--- src/e2q_pkg.sv ---
package e2q_pkg;

    localparam int DEF_ANGLE_BITS     = 16;
    localparam int DEF_COMPONENT_BITS = 16;
    localparam int DEF_CORDIC_STEPS   = 14;
    localparam int MAX_CORDIC_STEPS   = 30;

    localparam int IFRAC = 30;
    localparam logic [63:0] PI_Q62 = 64'hC90F_DAA2_2168_C235;

    localparam int LANES     = 3;
    localparam int LANE_PITCH = 0;
    localparam int LANE_YAW   = 1;
    localparam int LANE_ROLL  = 2;

    typedef logic signed [31:0] q30_t;

    typedef struct packed {
        q30_t x;
        q30_t y;
        q30_t z;
    } lane_t;

    typedef lane_t [LANES-1:0] cordic_word_t;
    typedef q30_t [3:0] term4_t;

    typedef enum logic [2:0] {
        ORDER_XYZ = 3'd0,
        ORDER_YXZ = 3'd1,
        ORDER_ZXY = 3'd2,
        ORDER_ZYX = 3'd3,
        ORDER_YZX = 3'd4
    } order_t;

    localparam logic [31:0] ATAN_Q30 [MAX_CORDIC_STEPS] = '{
        32'd843314857, 32'd497837829, 32'd263043837, 32'd133525159,
        32'd67021687,  32'd33543516,  32'd16775851,  32'd8388437,
        32'd4194283,   32'd2097149,   32'd1048576,   32'd524288,
        32'd262144,    32'd131072,    32'd65536,     32'd32768,
        32'd16384,     32'd8192,      32'd4096,      32'd2048,
        32'd1024,      32'd512,       32'd256,       32'd128,
        32'd64,        32'd32,        32'd16,        32'd8,
        32'd4,         32'd2
    };

    function automatic logic [63:0] pi_at(input int frac);
        int shift;
        shift = 62 - frac;
        return (PI_Q62 + (64'd1 << (shift - 1))) >> shift;
    endfunction

    function automatic logic [63:0] gain_square(input int steps);
        logic [63:0] p;
        p = 64'd1 << 60;
        for (int i = 0; i < MAX_CORDIC_STEPS; i++)
        begin
            if (i < steps)
            begin
                p = p + (p >> (2 * i));
            end
        end
        return p;
    endfunction

    function automatic logic [63:0] isqrt64(input logic [63:0] value);
        logic [63:0] n;
        logic [63:0] r;
        logic [63:0] b;
        n = value;
        r = 64'd0;
        b = 64'd1 << 62;
        for (int i = 0; i < 32; i++)
        begin
            if (n >= r + b)
            begin
                n = n - (r + b);
                r = (r >> 1) + b;
            end
            else
            begin
                r = r >> 1;
            end
            b = b >> 2;
        end
        return r;
    endfunction

endpackage

--- src/e2q_prep.sv ---
module e2q_prep
    import e2q_pkg::*;
#(
    parameter int ANGLE_BITS   = DEF_ANGLE_BITS,
    parameter int CORDIC_STEPS = DEF_CORDIC_STEPS
)
(
    input  logic                         clk,
    input  logic                         rst_n,
    input  logic                         in_valid,
    output logic                         in_ready,
    input  logic signed [ANGLE_BITS-1:0] pitch_angle,
    input  logic signed [ANGLE_BITS-1:0] yaw_angle,
    input  logic signed [ANGLE_BITS-1:0] roll_angle,
    output logic                         out_valid,
    input  logic                         out_ready,
    output cordic_word_t                 out_word
);

    localparam int HALF_SHIFT = 32 - ANGLE_BITS;
    localparam logic signed [ANGLE_BITS-1:0] LIMIT = ANGLE_BITS'(pi_at(ANGLE_BITS - 3));
    localparam logic [63:0] GAIN_ROOT = isqrt64(gain_square(CORDIC_STEPS));
    localparam logic [63:0] GAIN_Q30 = ((64'd1 << (2 * IFRAC)) + (GAIN_ROOT >> 1)) / GAIN_ROOT;
    localparam q30_t GAIN = q30_t'(GAIN_Q30);

    logic signed [ANGLE_BITS-1:0] angle_w [LANES];
    logic signed [ANGLE_BITS-1:0] clamp_w [LANES];
    cordic_word_t                 word_next;
    cordic_word_t                 word_reg;
    logic                         valid_reg;

    assign angle_w[LANE_PITCH] = pitch_angle;
    assign angle_w[LANE_YAW]   = yaw_angle;
    assign angle_w[LANE_ROLL]  = roll_angle;

    assign in_ready  = !valid_reg || out_ready;
    assign out_valid = valid_reg;
    assign out_word  = word_reg;

    always_comb
    begin
        for (int l = 0; l < LANES; l++)
        begin
            if (angle_w[l] > LIMIT)
            begin
                clamp_w[l] = LIMIT;
            end
            else if (angle_w[l] < -LIMIT)
            begin
                clamp_w[l] = -LIMIT;
            end
            else
            begin
                clamp_w[l] = angle_w[l];
            end
            word_next[l].x = GAIN;
            word_next[l].y = '0;
            word_next[l].z = q30_t'(clamp_w[l]) <<< HALF_SHIFT;
        end
    end

    always_ff @(posedge clk or negedge rst_n)
    begin
        if (!rst_n)
        begin
            valid_reg <= 1'b0;
        end
        else if (in_ready)
        begin
            valid_reg <= in_valid;
        end
    end

    always_ff @(posedge clk)
    begin
        if (in_ready)
        begin
            word_reg <= word_next;
        end
    end

endmodule

--- config.mk ---
export PLATFORM = sky130hd
export DESIGN_NAME = e2q_prep
export DESIGN_NICKNAME = d
export VERILOG_FILES = /design/src/e2q_pkg.sv /design/src/e2q_prep.sv
export SDC_FILE = /design/constraint.sdc
export NUM_CORES = 1
export LEC_CHECK = 0
export BUFFER_PORTS_ARGS = -buffer_cell sky130_fd_sc_hd__buf_2
export CAP_MARGIN = 20
export CORE_AREA = 2 2 133 135
export CTS_CLUSTER_DIAMETER = 50
export DETAILED_ROUTE_END_ITERATION = 7
export DIE_AREA = 0 0 135 137
export MAX_ROUTING_LAYER = met4
export SLEW_MARGIN = 40
export SYNTH_ARGS = -nofsm -noshare
export SYNTH_HDL_FRONTEND = slang
export SYNTH_SLANG_ARGS = --single-unit
export TNS_END_PERCENT = 20
--- constraint.sdc ---
create_clock -name clk -period 2.14 [get_ports clk]
set_input_delay 0.321 -clock clk [delete_from_list [all_inputs] [get_ports clk]]
set_output_delay 0.321 -clock clk [all_outputs]
set_load 0.01 [all_outputs]
==> impl_metrics.ini <==
[logic_synthesis]
syn_area_um2 = 4154
syn_area_per_cell_um2 = 9.797
synth_seq_cells = 49
ys_seq_area_share_pct = 35.30
syn_inst = 424
ys_types = 30
ys.warnings.count = 0

[cts]
cts_root_buffer = clkbuf_16
cts_buffers = 5
ctsResizeCount = 0
cts_tree = done
h-tree-depth = 2
cts_setup_buffers = 0
clock_sinks = 49
cts.clk_slew.worst_paths_ns = 0.06
clk_latency_ns = 0.28
clock_path_buffers = 2

[placed_design]
place_area_um2 = 4035
io_buffers = 101
gp_congestion = 0.8693
place_inst = 748
dpl.hpwl_mm = 6.053

[final_layout]
mostFrequentLayoutCell = conb_1
layout-drive-gt1-share_pct = 24.62
fin_cells = 757
area_delta_synth_final_pct = 1.295
nets = 586
n_antenna_cell = 0
layout_common_cells = conb_1 (240), buf_2 (101), edfxtp_1 (48)
design_area_um2 = 4208

[die]
die_x_um = 135
core_um2 = 17060
io_pins = 342
start_util_pct = 24.35
chipHeight_um = 137
rows = 48
die_area_um2 = 18500

[grt]
grtUsageTotal_pct = 6.810
grt_max_degree = 20
antenna_found_initial = 0
grt_pass1_vias = 1875
grt_overflow_total = 0
grt_pass1_wl_mm = 9.515

[timing]
post-route-min-period_ns = 1.599
rsz0062_at_grt = no
fin_skew_ns = 0.002989
tightest_slew_ns = 0.7317
setup-tns-final_ns = 0
hold_violations = 0
slew_violations = 0
finalCritPeriodShare_pct = 74.70
slew-limit-headroom_pct = 51.06
fmax_ghz = 0.6256
setup_viol = 0

[power]
p_leak_uw = 0.002142
irDropWorstVdd_uv = 399.8
finalPower_uw = 2730
p_per_area_nw_per_um2 = 648.8

[worst_setup_path]
crit_path_end_kind = output port
criticalPathCategory = register to output port
crit_buf_inv = 1
cp.required_ns = 1.82
critPathMaxFanout = 19
cp_slowest_cell = dfrtp_1
start_kind = register
crit_chain = nand2b_2, buf_2
arrival_ns = 1.28
slowest_delay_ns = 0.38
critPathTopFamily = flip-flops

[route]
drt_iter0_markers = 98
dr.pass1.iters = 6
via_per_inst = 3.279
drc = 0
final_antenna_net_count = 0
vias = 2482
routed_wl_mm = 7.409
wl_per_cell_um = 9.787

[min_path]
hold_path_class = input pin to register

[status]
status = finished, final reports clean

[run]
max_cap_viol_count = 0
-- area by class of cell --
class | instances | area (µm²)
Tap cell | 225 | 281.5
Inverter | 6 | 22.52
Clock inverter | 2 | 33.78
Sequential cell | 49 | 1466
Multi-Input combinational cell | 361 | 1714
Timing Repair Buffer | 108 | 560.5
Fill cell | 1909 | 12850
Clock buffer | 6 | 128.9
-- synth_stat cells (all sizes together) --
| library cell | n | share of area [%] |
|---|---|---|
| conb | 2 | 0.18 |
| o31a | 1 | 0.21 |
| a31oi | 3 | 1.3 |
| nor4 | 1 | 0.51 |
| nand3 | 3 | 0.36 |
| o21ai | 6 | 0.72 |
| inv | 6 | 0.54 |
| a211o | 5 | 1.1 |
| clkbuf | 3 | 0.27 |
| o31ai | 2 | 0.36 |
| o41ai | 3 | 1.2 |
| edfxtp | 48 | 35 |
| ha | 3 | 0.90 |
| nor2 | 47 | 4.2 |
| or3 | 3 | 0.45 |
| a21o | 12 | 2.2 |
| dfrtp | 1 | 0.60 |
| a41oi | 3 | 0.63 |
| nor4b | 2 | 0.72 |
| nand2 | 8 | 0.72 |
| nor3 | 3 | 0.36 |
| buf | 243 | 44 |
| or2 | 1 | 0.21 |
| nand2b | 2 | 0.30 |
| o2111ai | 1 | 0.36 |
| nor3b | 9 | 2.3 |
| a21oi | 3 | 0.36 |
-- routing by layer --
metal	global-route usage, %	vias up	part of all wire, %
met4	3.530	0	2.2
met3	1.111	10	14
met5	-	-	0
met1	8.129	1126	36
li1	-	1138	-
met2	11.11	208	48
-- flip-flops by register name, indices dropped and copies added (netlist names) --
name / count
out_valid: 1
out_word: 48
-- worst paths after layout --
kind,slack [ns],startpoint,depth (start not counted),end
min in group asynchronous,0.33,rst_n,2,out_valid
max in group asynchronous,1.72,rst_n,2,out_valid
worst min-delay path,0.23,in_valid,2,out_valid
worst min register to register,0.87,out_valid,2,out_valid
worst max-delay path,0.54,out_valid,2,in_ready
worst max register to register,0.77,out_valid,2,out_word[118]
-- cells by family after synthesis --
| family | synth area share [%] |
|---|---|
| AO/OA/AOI/OAI | 8.373 |
| flip-flops | 35.30 |
| AND/OR/NAND/NOR | 10.24 |
| other | 0.1808 |
| buffers and inverters | 45.00 |
| adder cells (fa/ha/maj) | 0.9037 |
-- through the flow --
stage	hold slack (ns)	setup WS (ns)	utilization (%)
2_1_floorplan	0.02541	0.1093	-
3_3_place_gp	0.09658	0.2951	23.66
3_5_place_dp	0.09824	0.2673	23.66
4_1_cts	0.2287	0.4927	24.67
5_1_grt	0.2311	0.4308	24.67
6_report	0.2326	0.5414	24.67
-- power by group --
| part | leakage, µW | switching [µW] | internal [µW] |
|---|---|---|---|
| registers | 0.000486 | 25.5 | 1180 |
| logic | 0.00158 | 459 | 187 |
| clock network | 0.0000785 | 331 | 548 |
| total | 0.00214 | 815 | 1910 |
-- repair_timing --
action / in CTS / in global routing
hold buffers: 1 / 0
setup endpoints to repair: 0 / 0
endpoints found under the hold margin: 1 / 0
Power figures use the tool's default switching activity.
